==> src/rtl/floor_divmod_64_by_32_top_macros.svh <==
// ----------------------------------------------------------------------------
// Floor divide assertion macros
// Shared concurrent assertion forms for the floor divider.
// ----------------------------------------------------------------------------
`ifndef FLOOR_DIVMOD_64_BY_32_TOP_MACROS_SVH
`define FLOOR_DIVMOD_64_BY_32_TOP_MACROS_SVH

// Same-cycle implication, disabled during reset.
`define FDM_ASSERT_NOW(label, clk, rst_n, lhs, rhs, msg) \
    label: assert property (@(posedge clk) disable iff (!rst_n) (lhs) |-> (rhs)) \
        else $error(msg);

// Next-cycle implication, disabled during reset.
`define FDM_ASSERT_NEXT(label, clk, rst_n, lhs, rhs, msg) \
    label: assert property (@(posedge clk) disable iff (!rst_n) (lhs) |=> (rhs)) \
        else $error(msg);

`endif

==> src/rtl/fdm_pkg.sv <==
// ----------------------------------------------------------------------------
// Floor divide package
// Request, response and inter-cell types for the 64 by 32 floor divider.
// ----------------------------------------------------------------------------
`timescale 1ns / 1ps

package fdm_pkg;

    localparam int W = 32;
    localparam int DW = 2 * W;

    localparam logic [1:0] ST_OK       = 2'd0;
    localparam logic [1:0] ST_DIV_ZERO = 2'd1;
    localparam logic [1:0] ST_OVERFLOW = 2'd2;

    typedef struct packed {
        logic [W-1:0]        dividend_low;
        logic signed [W-1:0] dividend_high;
        logic [W-1:0]        divisor_value;
    } t_in_req;

    typedef struct packed {
        logic signed [W-1:0] quotient_value;
        logic [W-1:0]        remainder_value;
        logic [1:0]          status_code;
    } t_out_rsp;

    typedef struct packed {
        logic          valid;
        logic          neg;
        logic          zero;
        logic [W-1:0]  rem;
        logic [DW-1:0] work;
        logic [W-1:0]  div;
    } t_cell_bus;

endpackage

==> src/rtl/fdm_post.sv <==
// ----------------------------------------------------------------------------
// Floor divide post stage
// Rounds toward minus infinity, applies the sign and sets the status.
// ----------------------------------------------------------------------------
`timescale 1ns / 1ps

module fdm_post import fdm_pkg::*; (
    input  logic      i_clk,
    input  logic      i_rst_n,
    input  logic      i_adv,
    input  t_cell_bus i_bus,
    output logic      o_valid,
    output t_out_rsp  o_rsp
);

    logic          r_fix_valid;
    logic          r_fix_neg;
    logic          r_fix_zero;
    logic [DW-1:0] r_fix_qmag;
    logic [W-1:0]  r_fix_rem;
    logic          r_out_valid;
    t_out_rsp      r_out_rsp;

    logic          fix;
    logic [W-1:0]  neg_quo;
    t_out_rsp      n_out_rsp;

    assign fix = i_bus.neg && (i_bus.rem != '0);

    always_ff @(posedge i_clk) begin
        if (!i_rst_n) begin
            r_fix_valid <= 1'b0;
            r_out_valid <= 1'b0;
        end else if (i_adv) begin
            r_fix_valid <= i_bus.valid;
            r_out_valid <= r_fix_valid;
        end
    end

    always_ff @(posedge i_clk) begin
        if (i_adv) begin
            r_fix_neg  <= i_bus.neg;
            r_fix_zero <= i_bus.zero;
            r_fix_qmag <= i_bus.work + {{(DW-1){1'b0}}, fix};
            r_fix_rem  <= fix ? (i_bus.div - i_bus.rem) : i_bus.rem;
            r_out_rsp  <= n_out_rsp;
        end
    end

    always_comb begin
        neg_quo = '0 - r_fix_qmag[W-1:0];
        n_out_rsp.quotient_value  = r_fix_neg ? neg_quo : r_fix_qmag[W-1:0];
        n_out_rsp.remainder_value = r_fix_rem;
        n_out_rsp.status_code     = ST_OK;
        if (r_fix_zero) begin
            n_out_rsp.quotient_value  = '0;
            n_out_rsp.remainder_value = '0;
            n_out_rsp.status_code     = ST_DIV_ZERO;
        end else if (r_fix_neg) begin
            if (r_fix_qmag > {{W{1'b0}}, 1'b1, {(W-1){1'b0}}}) begin
                n_out_rsp.status_code = ST_OVERFLOW;
            end
        end else if (r_fix_qmag > {{(W+1){1'b0}}, {(W-1){1'b1}}}) begin
            n_out_rsp.status_code = ST_OVERFLOW;
        end
    end

    assign o_valid = r_out_valid;
    assign o_rsp   = r_out_rsp;

endmodule

==> config.mk <==
export PLATFORM = sky130hd
export DESIGN_NAME = fdm_post
export DESIGN_NICKNAME = d
export VERILOG_FILES = /design/src/rtl/floor_divmod_64_by_32_top_macros.svh /design/src/rtl/fdm_pkg.sv /design/src/rtl/fdm_post.sv
export SDC_FILE = /design/constraint.sdc
export NUM_CORES = 1
export LEC_CHECK = 0
export BUFFER_PORTS_ARGS = -buffer_cell sky130_fd_sc_hd__buf_2
export CAP_MARGIN = 20
export CORE_MARGIN = 5
export CORE_UTILIZATION = 40
export DETAILED_ROUTE_END_ITERATION = 7
export PLACE_DENSITY = 0.58
export SLEW_MARGIN = 0
export SYNTH_ARGS = -nofsm -noshare
export SYNTH_HDL_FRONTEND = slang
export SYNTH_SLANG_ARGS = --single-unit
==> constraint.sdc <==
create_clock -name i_clk -period 6.95 [get_ports i_clk]
set_clock_uncertainty 0.1 [all_clocks]
set_input_delay 1.39 -clock i_clk [delete_from_list [all_inputs] [get_ports i_clk]]
set_output_delay 1.39 -clock i_clk [all_outputs]
set_load 0.02 [all_outputs]
==> summary.md, run 1 <==
| Metric | Value |
|---|---|
| Outcome | `finished, final reports clean` |
| GRT Total Usage | `between 15 and 20%` |
| Die Area | `between 0.02 and 0.03 sq mm` |
| HP Start | `r_fix_valid$_SDFFE_PN0P_` |
| WP data arrival | `4220 ps` |
| Unrepaired setup endpoints after global routing | `false` |
| Psw | `roughly 0.0007 W` |
| Root buffer cell | `clkbuf_16` |
| Crit start category | `input pin` |
| Slew Limit Fails | `0` |
| Footprint of the multi-input gates | `around 0.0043 sq mm` |
| Hpwl dp | `roughly 18,000 microns` |
| Slew headroom | `roughly 35%` |
| Initial core utilization | `between 40 and 50%` |
| Final Cycle Share | `59.8%` |
| Share of cells above drive strength 1 | `22.1%` |
| Fin cells | `1,450` |
| Crit end category | `flop` |
| Die Height | `165 microns` |
| Die width | `around 160 microns` |
| Synthesized area | `between 0.009 and 0.01 sq mm` |
| Register area share after synthesis | `between 50% and 60%` |
| Core Util, Final | `49.1%` |
| Syn avg cell area | `between 10 and 15 sq um` |
| Unique cell type count in the Yosys netlist | `61` |
| Final hold violations | `0` |
| Internal Power | `roughly 0.0019 W` |
| Drt total wl | `around 23,000 microns` |
| DRC errors left | `0` |
| Drt wl/cell | `about 16 microns` |
| IO Pins | `around 200` |
| Initial antenna violation count | `3` |
| Vias in the first global route | `7,064` |
| Mapped Cells | `921` |
| Vias per cell | `slightly above 5` |
| Vias | `between 7,000 and 8,000` |
| Placer Congestion | `approximately 0.92` |
| Dominant cell type by area after synthesis | `edfxtp_1` |
| Post-route ant nets | `0` |
| Number of gates resized after CTS | `0` |
| DRT iter0 DRCs | `a little under 500` |
| Area Overhead vs Synth | `20.4%` |
| Seq pwr share | `a little under half` |
| Setup CP Type | `input pin to flop` |
| Placed Cells | `around 1,400` |
| EDFF count, synth | `approximately 160` |
| Largest cells by area after synthesis | `edfxtp_1, xnor2_1, xor2_1` |
| Hold Path End | `r_fix_valid$_SDFFE_PN0P_` |
| VDD IR max | `~140 uV` |
| Leak | `4.62 nW` |
| Sink Count | `between 150 and 200` |
| R2r endpoint | `o_rsp[64]$_SDFFCE_PP0P_` |
| Slew at the pin closest to its max-slew limit | `around 980 ps` |
| Hold depth | `2` |
| Comb pwr share | `17.6%` |
| Fill cells | `between 2,000 and 2,500` |
| Reg clk slew, reported paths | `approximately 70 ps` |
| Worst hold path type | `flop to flop` |
| I/O Buffers | `200` |
| Placement Setup Slack | `2220 ps` |
| Register area | `0.00496 sq mm` |
| Crit-path max FO | `11` |
| Global route total overflow | `0` |
| Top FF cell, synth | `edfxtp_1` |
| DRT Pass-1 Iters | `5` |
| Clock network power share | `roughly a third` |
| Clock latency on the worst-skew pair | `420 ps` |
| Setup slack, reg-to-reg | `4070 ps` |
| Reg2reg path depth | `7` |
| Ys Warns | `0` |
| Setup TNS | `0 ps` |
| PwrDens | `227 mW/mm^2` |
| First-pass GRT wire length | `between 30,000 and 40,000 microns` |
| Final Worst Setup Slack | `between 2000 and 3000 ps` |
| Syn_nets | `approximately 1,100` |
| # setup viols final | `0` |
| FP Rows | `between 50 and 60` |
| Top-area cell type share of the netlist area | `51.3%` |
| Worst endpoint required time | `about 7000 ps` |
| Cts hold-fix bufs | `0` |
| Number of synthesized register bits | `around 170` |
| Total CTS buffers | `17` |
| Async S/R FF share, synth | `0%` |
| Maximum capacitance violations | `0` |
| Post-CTS Setup Inserts | `0` |
| Reg2Reg Launch Point | `r_fix_qmag[20]$_DFFE_PP_` |
| CTS max path bufs | `2` |
| Post-layout nets | `~1,300` |
| Final min period | `about 4200 ps` |
| CTS tree | `done` |
| Final hold slack | `419 ps` |
| Peak Freq | `0.240 GHz` |
| Largest net degree at the start of global routing | `103` |
| H-tree Lvls | `4` |
| Core Area | `about 0.024 sq mm` |
| Switching share of power | `roughly a quarter` |
## worst max path at each step
stage	from	endpoint	slack, ps
after global routing	i_bus[104]	r_fix_qmag[48]$_DFFE_PP_	2550
after global placement	i_bus[104]	r_fix_qmag[48]$_DFFE_PP_	2220
after floorplan	i_bus[100]	r_fix_qmag[48]$_DFFE_PP_	2660
after CTS	i_bus[104]	r_fix_qmag[48]$_DFFE_PP_	2670
final	i_bus[114]	r_fix_qmag[48]$_DFFE_PP_	2790
after detailed placement	i_bus[104]	r_fix_qmag[48]$_DFFE_PP_	2220
## area by class of cell
cell class	instances	share of cell area [%]
Timing Repair Buffer	206	9.28
Tap cell	319	3.46
Clock buffer	19	3.75
Multi-Input combinational cell	677	37.6
Inverter	47	1.53
Clock inverter	13	1.30
Sequential cell	166	43.0
Antenna cell	3	0.0650
## metal layers
| layer | global-route usage (%) | wire length [microns] | vias up |
|---|---|---|---|
| met4 | 5.75 | 486 | 0 |
| met5 | 0 | 0 | - |
| met2 | 27.7 | 11100 | 237 |
| met3 | 2.70 | 1120 | 31 |
| li1 | - | - | 3751 |
| met1 | 23.0 | 10300 | 3371 |
## placed cells by master, fill, tap and decap left out, drive strengths merged, types with 3 or more instances in the layout
| master | synthesis | final |
|---|---|---|
| or4 | 5 | 5 |
| diode | 0 | 3 |
| nand2b | 6 | 6 |
| ha | 34 | 34 |
| nor2b | 40 | 40 |
| buf | 3 | 206 |
| xnor2 | 61 | 61 |
| nor3 | 17 | 17 |
| nand3 | 35 | 35 |
| o41ai | 4 | 4 |
| nor2 | 69 | 69 |
| o21ai | 64 | 64 |
| nor4 | 19 | 19 |
| or2 | 5 | 5 |
| nand2 | 90 | 90 |
| o21a | 6 | 6 |
| xor2 | 53 | 53 |
| nand4 | 29 | 29 |
| inv | 47 | 49 |
| clkinv | 0 | 6 |
| mux2i | 5 | 5 |
| clkinvlp | 0 | 3 |
| a311oi | 3 | 3 |
| o211ai | 4 | 4 |
| clkbuf | 28 | 19 |
| a21oi | 45 | 45 |
| a21o | 12 | 12 |
| and4 | 8 | 8 |
| and3 | 13 | 13 |
| or3 | 10 | 10 |
| and2 | 5 | 5 |
| o31ai | 7 | 7 |
| edfxtp | 164 | 164 |
## cells by family (layout without fill, tap and decap cells)
kind of cell | after synthesis | after routing | synth area share (%)
DFF | 166 | 166 | 51.8
xor gates and xnor gates | 114 | 114 | 10.4
AOI/OAI and AO/OA | 168 | 168 | 10.7
buffers and inverters | 78 | 285 | 3.05
muxes | 5 | 5 | 0.522
adders and majority gates | 35 | 35 | 4.64
other | 0 | 3 | 0
and+or+nand+nor | 355 | 355 | 18.9
## synth_stat cells, drive strengths merged, types with 8 or more instances
cell type	n
a21oi	45
or3	10
clkbuf	28
xor2	53
nor3	17
nor2b	40
edfxtp	164
xnor2	61
inv	47
and4	8
nor4	19
nand3	35
o21ai	64
nor2	69
nand2	90
nand4	29
and3	13
a21o	12
ha	34
## metrics by stage
step	total power (W)	instance area [sq um]
detailed placement	0.00173	10900
CTS	0.00265	11500
floorplan	0.00155	9590
global route	0.00275	11500
finish	0.00262	11500
global placement	0.00173	10900
## power groups by stage
stage               clock, W  combinational [W]  sequential (W)
detailed placement         0           0.000457         0.00127
global placement           0           0.000456         0.00127
floorplan                  0           0.000247         0.00130
CTS                 0.000938           0.000458         0.00125
global route        0.000982           0.000518         0.00125
finish              0.000913           0.000462         0.00125
## state kept, by name, indices dropped and copies added, names as in the netlist
register and count:
o_rsp 66, r_fix_valid 1, r_fix_zero 1, o_valid 1, r_fix_rem 32, r_fix_qmag 64, r_fix_neg 1
## worst max-delay path, cell delays in order
cell      delay [ps]
buf_2            120
nor4_1           440
nand4_1          240
o21ai_4          190
inv_1            210
ha_1             290
ha_1             260
and4_1           250
and2_1           300
nand2b_1         260
nor2_1           100
nand3_1          100
xnor2_1           60
Note: power is estimated with default switching activity, not from simulation.
==> inputs of run 2 (changes only) <==
Clock period 6.95 ns to 4.3 ns, I/O delays scaled along.
==> summary.md, run 2 (synthesized netlist as in run 1, its figures left out) <==
| Metric | Value |
|---|---|
| Setup TNS | `0 ps (unchanged)` |
| Crit start category | `input pin` |
| Reg clk slew, reported paths | `70 ps (about the same)` |
| Final min period | `approximately 3500 ps` |
| Power Total | `0.00424 W (+62%)` |
| CTS tree | `done` |
| Cts hold-fix bufs | `0 (unchanged)` |
| Root buffer cell | `clkbuf_16` |
| Psw | `0.00112 W (+62%)` |
| Maximum capacitance violations | `0 (unchanged)` |
| Hpwl dp | `18,200 microns (+0.28%)` |
| Post-layout nets | `1,287 (+0.23%)` |
| Die Area | `0.0272 sq mm (unchanged)` |
| DRC errors left | `0 (unchanged)` |
| Vias | `7,376 (-0.19%)` |
| I/O Buffers | `200 (unchanged)` |
| DRT iter0 DRCs | `389 (-20%)` |
| WP data arrival | `3540 ps (-680 ps)` |
| Area Overhead vs Synth | `20.7%` |
| Seq pwr share | `47.4% (about the same)` |
| Sink Count | `166 (unchanged)` |
| Vias per cell | `5.08 (-0.33%)` |
| Global route total overflow | `0 (unchanged)` |
| Vias in the first global route | `6,957 (-1.5%)` |
| Slew headroom | `40.8% (+6.1 points)` |
| Routing usage on met1 | `22.1% (-0.93 points)` |
| FP Rows | `56 (unchanged)` |
| Drt total wl | `22,900 microns (-0.51%)` |
| Outcome | `finished, final reports clean` |
| Post-route ant nets | `0 (unchanged)` |
| Share of cells above drive strength 1 | `22.4% (+0.30 points)` |
| Worst hold path type | `flop to flop` |
| DRT Pass-1 Iters | `4 (-1)` |
| Final Worst Setup Slack | `810 ps (-1980 ps)` |
| H-tree Lvls | `4 (unchanged)` |
| Final hold violations | `0 (unchanged)` |
| # setup viols final | `0 (unchanged)` |
| Placer Congestion | `0.911 (-1.3%)` |
| IO Pins | `201 (unchanged)` |
| GRT Total Usage | `16.8% (-0.16 points)` |
| Slew Limit Fails | `0 (unchanged)` |
| Crit-path max FO | `5 (-6)` |
| Leak | `4.63 nW (+0.28%)` |
| Placed Cells | `1,417 (+0.21%)` |
| Placement Setup Slack | `310 ps (-1910 ps)` |
| Final Cycle Share | `between 80% and 90%` |
| Gr busiest metal | `met2` |
| Clock latency on the worst-skew pair | `420 ps (about the same)` |
| Initial core utilization | `40.7% (unchanged)` |
| Comb pwr share | `17.7% (about the same)` |
| Crit end category | `flop` |
| Commonest non-fill, non-tap cells in the layout | `buf_2, edfxtp_1, nand2_1` |
| Switching share of power | `26.5% (+0.063 points)` |
| PwrDens | `366 mW/mm^2 (+61%)` |
| Initial antenna violation count | `2 (-1)` |
| DP Area | `0.0110 sq mm (+0.32%)` |
| Clock network power share | `34.9% (about the same)` |
| GR Util met3 | `2.89% (+0.20 points)` |
| Commonest non-fill, non-tap cell in the layout | `buf_2` |
| Internal Power | `0.00312 W (+62%)` |
| Core Area | `0.0235 sq mm (unchanged)` |
| Unrepaired setup endpoints after global routing | `false` |
| Number of gates resized after CTS | `0 (unchanged)` |
| Fin cells | `1,452 (+0.14%)` |
| CTS max path bufs | `2 (unchanged)` |
| Slew at the pin closest to its max-slew limit | `875 ps (-106 ps)` |
| Total CTS buffers | `17 (unchanged)` |
| Die Height | `165 microns (unchanged)` |
| Worst endpoint required time | `4350 ps (-2660 ps)` |
| Post-route cell area | `0.0116 sq mm (+0.28%)` |
| Drt wl/cell | `15.7 microns (-0.64%)` |
| M2 GR Usage | `28.0% (+0.26 points)` |
| Peak Freq | `roughly 0.29 GHz` |
| Die width | `165 microns (unchanged)` |
| VDD IR max | `226 uV (+56%)` |
| Max reg flops | `66 (unchanged)` |
| First-pass GRT wire length | `35,700 microns (-1.8%)` |
| Post-CTS Setup Inserts | `0 (unchanged)` |
| Setup CP Type | `input pin to flop` |
| Largest net degree at the start of global routing | `82 (-20%)` |
==> run 2: area by class of cell <==
type / count / area (sq um)
inverter: 47 / 176
fill: 2249 / 12000
multi-input combinational: 677 / 4350
timing repair buffer: 209 / 1110
sequential: 166 / 4960
clock buffer: 19 / 433
tap: 319 / 399
clock inverter: 13 / 150
antenna: 2 / 5.00
==> run 2: critical path, stage by stage <==
cell and delay (ps):
buf_2 130, ha_1 210, fa_1 400, nor2b_1 160
o31a_1 180, o311ai_1 250, a2111oi_0 570, nand2b_1 290
o211ai_1 170, a221o_1 310
==> run 2: path summary, 6_finish.rpt <==
| kind | start | to | slack, ps | cells after the start |
|---|---|---|---|---|
| worst max-delay path | i_bus[96] | r_fix_rem[28]$_DFFE_PP_ | 810 | 10 |
| worst min-delay path | o_valid$_SDFFE_PN0P_ | o_valid$_SDFFE_PN0P_ | 430 | 2 |
| worst max register to register | r_fix_qmag[20]$_DFFE_PP_ | o_rsp[64]$_SDFFCE_PP0P_ | 1430 | 7 |
| worst min register to register | o_valid$_SDFFE_PN0P_ | o_valid$_SDFFE_PN0P_ | 430 | 2 |
==> run 2: power by group through the flow <==
stage	Combinational [W]	Sequential, W	Clock [W]
after floorplan	0.000399	0.00210	0
after global placement	0.000741	0.00205	0
after detailed placement	0.000743	0.00205	0
after CTS	0.000745	0.00202	0.00153
after global routing	0.000836	0.00202	0.00160
final	0.000752	0.00201	0.00148
==> run 2: metal layers <==
metal	vias up	wire, microns
met5	-	0
met4	0	497
met3	35	1100
met2	196	11100
met1	3392	10100
li1	3753	-
==> run 2: metrics by stage <==
stage          utilization [%]  hold slack (ps)
6_report                  49.2              428
5_1_grt                   49.2              452
4_1_cts                   49.1              435
3_5_place_dp              46.6              417
3_3_place_gp              46.6              402
2_1_floorplan                -              346
