--- src/rtl/floor_divmod_64_by_32_top_macros.svh ---
// ----------------------------------------------------------------------------
// Floor divide assertion macros
// Shared concurrent assertion forms for the floor divider.
// ----------------------------------------------------------------------------
`ifndef FLOOR_DIVMOD_64_BY_32_TOP_MACROS_SVH
`define FLOOR_DIVMOD_64_BY_32_TOP_MACROS_SVH

// Same-cycle implication, disabled during reset.
`define FDM_ASSERT_NOW(label, clk, rst_n, lhs, rhs, msg) \
    label: assert property (@(posedge clk) disable iff (!rst_n) (lhs) |-> (rhs)) \
        else $error(msg);

// Next-cycle implication, disabled during reset.
`define FDM_ASSERT_NEXT(label, clk, rst_n, lhs, rhs, msg) \
    label: assert property (@(posedge clk) disable iff (!rst_n) (lhs) |=> (rhs)) \
        else $error(msg);

`endif

--- src/rtl/fdm_pkg.sv ---
// ----------------------------------------------------------------------------
// Floor divide package
// Request, response and inter-cell types for the 64 by 32 floor divider.
// ----------------------------------------------------------------------------
`timescale 1ns / 1ps

package fdm_pkg;

    localparam int W = 32;
    localparam int DW = 2 * W;

    localparam logic [1:0] ST_OK       = 2'd0;
    localparam logic [1:0] ST_DIV_ZERO = 2'd1;
    localparam logic [1:0] ST_OVERFLOW = 2'd2;

    typedef struct packed {
        logic [W-1:0]        dividend_low;
        logic signed [W-1:0] dividend_high;
        logic [W-1:0]        divisor_value;
    } t_in_req;

    typedef struct packed {
        logic signed [W-1:0] quotient_value;
        logic [W-1:0]        remainder_value;
        logic [1:0]          status_code;
    } t_out_rsp;

    typedef struct packed {
        logic          valid;
        logic          neg;
        logic          zero;
        logic [W-1:0]  rem;
        logic [DW-1:0] work;
        logic [W-1:0]  div;
    } t_cell_bus;

endpackage

--- src/rtl/fdm_cell.sv ---
// ----------------------------------------------------------------------------
// Floor divide cell
// One restoring division step: retires one quotient bit per request.
// ----------------------------------------------------------------------------
`timescale 1ns / 1ps

module fdm_cell import fdm_pkg::*; (
    input  logic      i_clk,
    input  logic      i_rst_n,
    input  logic      i_adv,
    input  t_cell_bus i_bus,
    output t_cell_bus o_bus
);

    t_cell_bus r_bus;
    logic [W:0] trial;
    logic [W:0] diff;
    logic       take;

    always_comb begin
        trial = {i_bus.rem, i_bus.work[DW-1]};
        diff  = trial - {1'b0, i_bus.div};
        take  = trial >= {1'b0, i_bus.div};
    end

    always_ff @(posedge i_clk) begin
        if (!i_rst_n) begin
            r_bus.valid <= 1'b0;
        end else if (i_adv) begin
            r_bus.valid <= i_bus.valid;
        end
        if (i_adv) begin
            r_bus.neg  <= i_bus.neg;
            r_bus.zero <= i_bus.zero;
            r_bus.div  <= i_bus.div;
            r_bus.rem  <= take ? diff[W-1:0] : trial[W-1:0];
            r_bus.work <= {i_bus.work[DW-2:0], take};
        end
    end

    assign o_bus = r_bus;

endmodule

--- config.mk ---
export PLATFORM = sky130hd
export DESIGN_NAME = fdm_cell
export DESIGN_NICKNAME = d
export VERILOG_FILES = /design/src/rtl/floor_divmod_64_by_32_top_macros.svh /design/src/rtl/fdm_pkg.sv /design/src/rtl/fdm_cell.sv
export SDC_FILE = /design/constraint.sdc
export NUM_CORES = 1
export LEC_CHECK = 0
export BUFFER_PORTS_ARGS = -buffer_cell sky130_fd_sc_hd__buf_2
export CAP_MARGIN = 20
export CORE_UTILIZATION = 48
export DETAILED_ROUTE_END_ITERATION = 10
export GPL_TIMING_DRIVEN = 0
export PLACE_DENSITY_LB_ADDON = 0.08
export SLEW_MARGIN = 5
export SYNTH_ARGS = -nofsm -noshare
export SYNTH_HDL_FRONTEND = slang
export SYNTH_SLANG_ARGS = --single-unit
--- constraint.sdc ---
create_clock -name i_clk -period 3.5 [get_ports i_clk]
set_input_delay 0.175 -clock i_clk [delete_from_list [all_inputs] [get_ports i_clk]]
set_output_delay 0.175 -clock i_clk [all_outputs]
set_load 0.02 [all_outputs]
==> flow_results.org, run 1 <==
** Clocking
- Counting every sink on the clock net gives roughly 130.
- CTS tree :: done
- Maximum count of clock buffers along a single path :: 2
- Number of clock buffers inserted by TritonCTS :: 17
- Clock-pin slew was measured on the worst setup and hold paths at about 0.06 ns.
- At the later pin of the worst-skew pair, clock insertion delay measures 0.41 ns.
- CTS built an H-tree with a depth of 4.
- Clock root buffer master :: clkbuf_16
- Post CTS Setup Buffer Count :: 0

** Setup path
- The most numerous cell type found on the critical path is a21oi_1.
- Critical Path End Type :: flip-flop
- By startpoint and endpoint, the worst setup path is classified as in2reg.
- Along the worst path, the maximum fanout reaches 4.
- Data on the critical path is required at its endpoint by 3.66 ns.
- STA classifies the critical path startpoint as a primary input.
- For this design, the slowest cell found on the critical path is dlygate4sd3_1.
- Worst Path Arrival :: 3.52 ns
- Biggest cell delay along the critical path :: ~0.55 ns
- The signal on the critical path passes through dlygate4sd3_1 > buf_2 > fa_1 > nand2b_1 > a21oi_1 > o21ai_0 > o311a_1 > a31oi_2 > a21oi_1 > o41ai_2 > xor2_1 > mux2_1.
- For flop-to-flop paths, the worst setup slack is just under 3 ns.

** Min path
- HP Class :: in2reg

** Timing
- Final Hold Violating Endpoints :: 0
- Fraction of the cycle the final worst path needs :: 96.0%
- Measured slew at the worst slew-check pin :: approximately 0.55 ns
- Clock skew on the completed layout was measured at 0 ns.
- Setup violations remaining at the end of the flow were counted as 0.
- The worst path in the final design needs a cycle of 3.36 ns, including I/O delays and setup.
- Setup repair after global routing left no endpoint under its margin.
- Upper clock frequency limit :: about 0.30 GHz
- Number of max-slew violations in the final report :: 0
- Measured against its own limit, the worst slew margin works out to 63.2%.

** Logic synthesis
- The netlist uses 49 different library cells.
- Post-synthesis net count :: 645
- Sequential element share of the synthesized area :: 63.8%
- Post-synthesis instance total :: ~480
- Number of warning messages in the yosys log :: 0
- Combined area of all synthesized cells :: roughly 6100 um^2
- Mean post-synth cell area :: roughly 13 um^2
- The synthesized design contains around 130 register bits.

** Status
- Status :: finished clean

** Power
- Leakage Power :: approximately 4.1 nW
- Worst vdd ir :: 0.000290 V
- Power spread over the standard cell area amounts to slightly above 500 nW/um^2.

** Routing
- Antenna Nets Post-Route :: 0
- DRC violations left :: 0
- The routed layout has around 5400 vias.
- Router iterations before antenna repair :: 4
- After detailed routing, the average wire length per cell comes to about 18 um.
- Via density per instance :: around 5.1
- Overall routed net length :: 18.4 mm
- Number of DRC violations after detailed-routing iteration 0 :: between 400 and 500

** Final layout
- Post-synthesis to final-layout area growth :: 51.4%
- Footprint of the multi-input gates :: 2010 um^2
- Max FFs per register :: about 130
- The post-route netlist has a little over a third of its cells at a drive strength greater than 1.
- Number of filler instances in the final layout :: approximately 820
- Leaving out fill and tap cells, the most frequent cell in the layout is buf_2.
- Fraction of the core area covered by cells at the end of the flow :: 75.9%
- At the end of the flow, the number of nets in the layout was 1027.
- In the layout the commonest cells are buf_2 (271), edfxtp_1 (130), dlygate4sd3_1 (98).
- Area used by sequential logic in the layout :: 3920 um^2
- Final Instance Count excl. Fillers :: roughly 1000

** Global routing
- Entering global routing, the biggest net connects 87 pins.
- In the global route stage, overall resource usage came out at between 20% and 30%.
- Gr ovfl total :: 0
- Antenna violations before repair :: 2
- Vias in the first global route :: ~5300
- The first global-routing pass estimated 27.5 mm of wire.

** Placed design
- The number of placed instances, taps included, is a little over 900.
- Buffers placed on the I/O ports in this run total about 260.
- Placer congestion estimate :: approximately 0.86
- Sum of net half-perimeters after detailed placement :: 11.9 mm

** Floorplanning
- Starting utilization of the core area :: between 50 and 60%
- The die is 115 um wide.
- I/O pin total :: around 270
- Number of placement rows :: 40
- Core area :: ~12000 um^2
- Floorplan die height :: around 120 um
- Area enclosed by the die boundary :: approximately 13000 um^2

** Run
- Number of violations of the max-capacitance limit :: 0
==> cell usage after synthesis (all sizes together) <==
library cell | number | area share, %
ha | 32 | 6.5
a211oi | 4 | 0.57
edfxtp | 130 | 63
o311a | 1 | 0.16
nor2 | 35 | 2.1
o22ai | 2 | 0.20
mux2i | 2 | 0.33
and3 | 1 | 0.10
nor3 | 2 | 0.16
or2 | 1 | 0.10
a211o | 1 | 0.14
o211ai | 4 | 0.49
nor4 | 4 | 0.41
a311oi | 1 | 0.14
fa | 1 | 0.33
nand3 | 8 | 0.65
o21ai | 18 | 1.5
nand3b | 1 | 0.12
nand2 | 26 | 1.6
a21o | 12 | 1.5
clkbuf | 7 | 0.45
or4 | 2 | 0.24
o21bai | 3 | 0.37
o21a | 6 | 0.73
o41ai | 1 | 0.14
xor2 | 12 | 1.7
nand4b | 1 | 0.14
mux2 | 10 | 1.8
a2bb2oi | 2 | 0.28
and4 | 2 | 0.28
nand2b | 3 | 0.31
and2 | 2 | 0.20
a31oi | 5 | 0.51
a21oi | 56 | 4.6
dfxtp | 1 | 0.33
o31ai | 2 | 0.47
nor2b | 4 | 0.41
xnor2 | 15 | 2.1
buf | 11 | 1.0
o2111ai | 1 | 0.14
nand4 | 8 | 0.81
inv | 38 | 2.3
==> power breakdown <==
group	total (mW)	leakage [nW]	switching [mW]	internal (mW)
Combinational	1.03	2.57	0.613	0.416
Sequential	1.95	1.28	0.0400	1.91
Clock	1.77	0.276	0.660	1.11
==> area by class of cell <==
class                           count  area share [%]
Antenna cell                        2          0.0538
Buffer                             18           0.968
Clock buffer                       17            4.57
Clock inverter                     15            1.75
Inverter                           38            1.53
Multi-Input combinational cell    291            21.6
Sequential cell                   131            42.2
Tap cell                          168            2.26
Timing Repair Buffer              363            25.1
==> cell families after synthesis <==
family          synth area share, %
compound gates                 11.9
xor+xnor                       3.85
fa+ha+maj                      6.84
buf+inv                        3.78
flops                          63.8
mux                            2.16
simple gates                   7.67
==> metal layers <==
metal / track usage [%] / part of all wire, %
met3: 8.59 / 7.4
met1: 32.0 / 40
met5: 0 / 0
met4: 13.1 / 2.9
met2: 48.4 / 50
==> final timing paths <==
path,startpoint,to,cells after the start
max,i_bus[1],o_bus[126]$_DFFE_PP_,12
min,i_bus[130],o_bus[130]$_SDFFE_PN0P_,3
max reg2reg,o_bus[130]$_SDFFE_PN0P_,o_bus[130]$_SDFFE_PN0P_,2
min reg2reg,o_bus[130]$_SDFFE_PN0P_,o_bus[130]$_SDFFE_PN0P_,2
==> worst max-delay path, delay by kind of cell <==
family	cells	cell delay (ns)
fa+ha+maj	1	0.46
mux	1	0.30
xor+xnor	1	0.11
buf+inv	2	0.70
simple gates	1	0.18
compound gates	6	1.59
==> through the flow <==
stage | setup WS [ns] | cell area, um^2 | power (mW) | hold slack, ns | TNS (ns)
6_report | 0.140 | 9310 | 4.75 | 0.0334 | 0
5_1_grt | 0.0283 | 9310 | 4.93 | 0.0520 | 0
4_1_cts | 0.0424 | 9280 | 4.74 | 0.0205 | 0
3_5_place_dp | -0.0619 | 7710 | 2.90 | 0.354 | -0.581
3_3_place_gp | -0.0568 | 7680 | 2.88 | 0.352 | -0.436
2_1_floorplan | 0.549 | 6150 | 2.55 | 0.274 | 0
==> repair_timing <==
| item | in CTS | in global routing |
|---|---|---|
| hold buffers | 98 | 0 |
| setup endpoints to repair | 0 | 12 |
| endpoints found under the hold margin | 98 | 0 |
| gates resized for setup | 0 | 3 |
No activity file was read; power rests on OpenSTA's default activity.
==> run 2, diff against run 1 <==
--- a/config.mk
+++ b/config.mk
@@ -7,6 +7,7 @@
 export LEC_CHECK = 0
 export BUFFER_PORTS_ARGS = -buffer_cell sky130_fd_sc_hd__buf_2
 export CAP_MARGIN = 20
+export CORE_MARGIN = 5
 export CORE_UTILIZATION = 48
 export DETAILED_ROUTE_END_ITERATION = 10
 export GPL_TIMING_DRIVEN = 0
==> run 2 against run 1 <==
Critical path depth unchanged. Cell count up 0.19%. Non-clock buffer count unchanged. Register-to-register slack worse by 0.03 ns. Design area up 0.22%. First-iteration DRC count down 15%. Routed wire length up 1.7%. Core utilization down 1.7 points.
==> flow_results.org, run 2 (synthesis gave the netlist of run 1 again) <==
** Status
- Status: finished clean (unchanged).

** Floorplanning
- The area of the core came to 12600 um^2 (was 12300 um^2).
- The y dimension of the die came to 123 um (was 115 um).
- The starting density of the core was 48.9% (was 50.2%).
- The I/O pin total is 265 (unchanged).
- The total die area is 15200 um^2 (was 13300 um^2).
- Number of placement rows :: 41 (was 40)
- Die width :: 123 um (was 115 um)

** Setup path
- The type of the worst setup path was in2reg (unchanged).
- Worst Path Arrival :: 3.48 ns (was 3.52 ns)
- Origin of the critical flop-to-flop path :: o_bus[130]$_SDFFE_PN0P_ (unchanged)
- Depth of the worst register-to-register path :: 2 (unchanged)
- Critical Path End :: o_bus[122]$_DFFE_PP_ (was o_bus[126]$_DFFE_PP_)
- The element type at the critical path start is a primary input (unchanged).
- The register-to-register path setup slack came to 2.88 ns (was 2.91 ns).
- The endpoint class of the critical path was a flip-flop (unchanged).
- Critical path origin :: i_bus[1] (unchanged)
- Top fanout value on the critical path :: 4 (unchanged)
- The required time at the endpoint of the critical path came to 3.66 ns (about the same).
- Worst r2r dst :: o_bus[130]$_SDFFE_PN0P_ (unchanged)

** Final layout
- Share of cells above drive strength 1 :: 36.5% (was 36.4%)
- The commonest non-fill, non-tap cell in the layout is buf_2 (unchanged).
- Highest-count cells in the layout ignoring fill and taps: buf_2 (271), edfxtp_1 (130), dlygate4sd3_1 (98) (unchanged).
- Fraction of the core area covered by cells at the end of the flow :: 74.2% (was 75.9%)
- Number of nets in the finished design :: 1027 (unchanged)
- Max FFs per register :: 131 (unchanged)
- The synthesis-to-finish area growth was 51.7% (was 51.4%).

** Global routing
- Vias in the first global route :: 5296 (was 5349)
- The number of antenna violations at the first check in global routing was 3 (was 2).
- The largest net degree at the start of global routing is 88 (was 87).
- The total congestion overflow came to 0 (unchanged).
- The total global-route track usage is 24.2% (was 28.1%).
- First-pass GRT wire length :: 27.6 mm (was 27.5 mm)

** Timing
- Upper clock frequency limit :: 0.301 GHz (was 0.298 GHz)
- Unrepaired setup endpoints after global routing :: no (unchanged)
- The final-report setup violation count is 0 (unchanged).
- Final critical delay including setup and external delays :: 3.33 ns (was 3.36 ns)
- Largest clock skew in the final design :: 0 ns (unchanged)
- Worst slew margin :: 62.4% (was 63.2%)
- The number of hold violations in the final report was 0 (unchanged).
- Number of max-slew violations in the final report :: 0 (unchanged)
- Measured slew at the worst slew-check pin :: 0.561 ns (was 0.550 ns)
- Fraction of the cycle the final worst path needs :: 95.0% (was 96.0%)

** Clocking
- Number of clock buffers inserted by TritonCTS :: 17 (unchanged)
- Clock latency on the worst-skew pair :: 0.40 ns (was 0.41 ns)
- The number of buffers inserted to repair setup after CTS came to 0 (unchanged).
- Clock sink total :: 131 (unchanged)
- The clock tree from TritonCTS was done (unchanged).
- CTS H-tree lvls :: 4 (unchanged)
- Clock slew seen by the registers of the worst setup and hold paths :: 0.06 ns (about the same)
- The buffer type at the clock tree root is clkbuf_16 (unchanged).
- Maximum count of clock buffers along a single path :: 2 (unchanged)

** Run
- Number of violations of the max-capacitance limit :: 0 (unchanged)

** Routing
- The residual antenna-violating net count after detailed routing was 0 (unchanged).
- Via count :: 5298 (was 5364)
- The length of the first detailed-routing pass in iterations came to 5 (was 4).
- Overall routed net length :: 18.7 mm (was 18.4 mm)
- The number of violations reported at the end of detailed-routing iteration 0 was 364 (was 428).
- Via density per instance :: 5.07 (was 5.14)
- The remaining design rule violation count is 0 (unchanged).
- The per-cell routed wire length came to 17.9 um (was 17.6 um).

** Power
- The switching power summed over all nets is 1.31 mW (about the same).
- Worst vdd ir :: 0.000331 V (was 0.000290 V)
- Share of total power in the clock network :: 38.2% (was 37.2%)
- The power per unit of standard cell area is 517 nW/um^2 (was 511 nW/um^2).
- Seq pwr share :: 40.5% (was 41.1%)
- The relative contribution of combinational cells to total power was 21.2% (was 21.6%).
- Total Power Consumption :: 4.82 mW (was 4.75 mW)
- Switching fraction of total power :: 27.1% (was 27.6%)
- Power Internal :: 3.52 mW (was 3.44 mW)
- Leakage Power :: 4.14 nW (was 4.12 nW)

** Min path
- The worst min-delay path category is in2reg (unchanged).

** Placed design
- The post-detailed-placement half-perimeter wirelength is 12.7 mm (was 11.9 mm).
- The routability-driven placement congestion ratio is 0.867 (was 0.860).
- The count of port buffers added during placement was 264 (unchanged).
==> run 2: changes by cell type in the layout (fill, tap and decap cells not counted) <==
cell,delta
nor4_2,-1
clkinvlp_4,-1
diode_2,-1
clkbuf_1,+1
nor4_1,+1
clkinv_4,+1
clkinv_1,-3
bufinv_16,+1
==> run 2: worst max-delay path, cell delays in order <==
cell           delay (ns)
dlygate4sd3_1        0.53
buf_2                0.14
fa_1                 0.45
nand2b_1             0.18
a21oi_1              0.16
o21ai_0              0.24
o311a_1              0.42
a31oi_2              0.27
a21oi_1              0.20
o21ai_0              0.29
xor2_1               0.12
mux2_1               0.30
==> run 2: repair_timing <==
| item | in CTS | in global routing |
|---|---|---|
| endpoints found under the hold margin | 98 | 0 |
| hold buffers | 98 | 0 |
| gates resized for setup | 0 | 2 |
| endpoints found under the setup margin | 0 | 2 |
==> run 2: worst min-delay path by stage <==
stage	from	endpoint	cells past startpoint
floorplan	i_bus[0]	o_bus[0]$_DFFE_PP_	0
detailed placement	i_bus[57]	o_bus[58]$_DFFE_PP_	1
finish	i_bus[121]	o_bus[122]$_DFFE_PP_	2
CTS	i_bus[130]	o_bus[130]$_SDFFE_PN0P_	3
global route	i_bus[125]	o_bus[126]$_DFFE_PP_	2
global placement	i_bus[57]	o_bus[58]$_DFFE_PP_	1
==> run 2: power by group through the flow <==
| stage | registers [mW] | logic (mW) | clock network, mW |
|---|---|---|---|
| 4_1_cts | 1.95 | 1.02 | 1.87 |
| 2_1_floorplan | 2.19 | 0.357 | 0 |
| 3_3_place_gp | 1.98 | 0.908 | 0 |
| 5_1_grt | 1.97 | 1.11 | 1.94 |
| 6_report | 1.95 | 1.02 | 1.84 |
| 3_5_place_dp | 1.98 | 0.924 | 0 |
==> run 2: final cells by class <==
| cell class | instances | area (um^2) |
|---|---|---|
| Fill cell | 854 | 3240 |
| Clock inverter | 13 | 183 |
| Antenna cell | 1 | 2.50 |
| Tap cell | 172 | 215 |
| Clock buffer | 18 | 429 |
| Inverter | 38 | 143 |
| Multi-Input combinational cell | 291 | 2010 |
| Buffer | 18 | 90.1 |
| Sequential cell | 131 | 3920 |
| Timing Repair Buffer | 363 | 2340 |
==> run 2: metrics by stage <==
stage                     hold slack, ns  TNS, ns  worst slack, ns  area (um^2)  cells
after CTS                         0.0140        0           0.0963         9310   1044
after detailed placement           0.353    -1.48          -0.0964         7720    915
after global routing              0.0660        0           0.0230         9330   1045
after global placement             0.352    -1.02          -0.0808         7690    914
after floorplan                    0.274        0            0.549         6150    478
final                             0.0677        0            0.174         9330   1045
==> run 2: layer usage <==
| metal | global-route usage (%) | share of wire [%] |
|---|---|---|
| met5 | 0 | 0.14 |
| met4 | 8.17 | 2.4 |
| met3 | 8.01 | 9.1 |
| met2 | 43.2 | 51 |
| met1 | 27.2 | 38 |
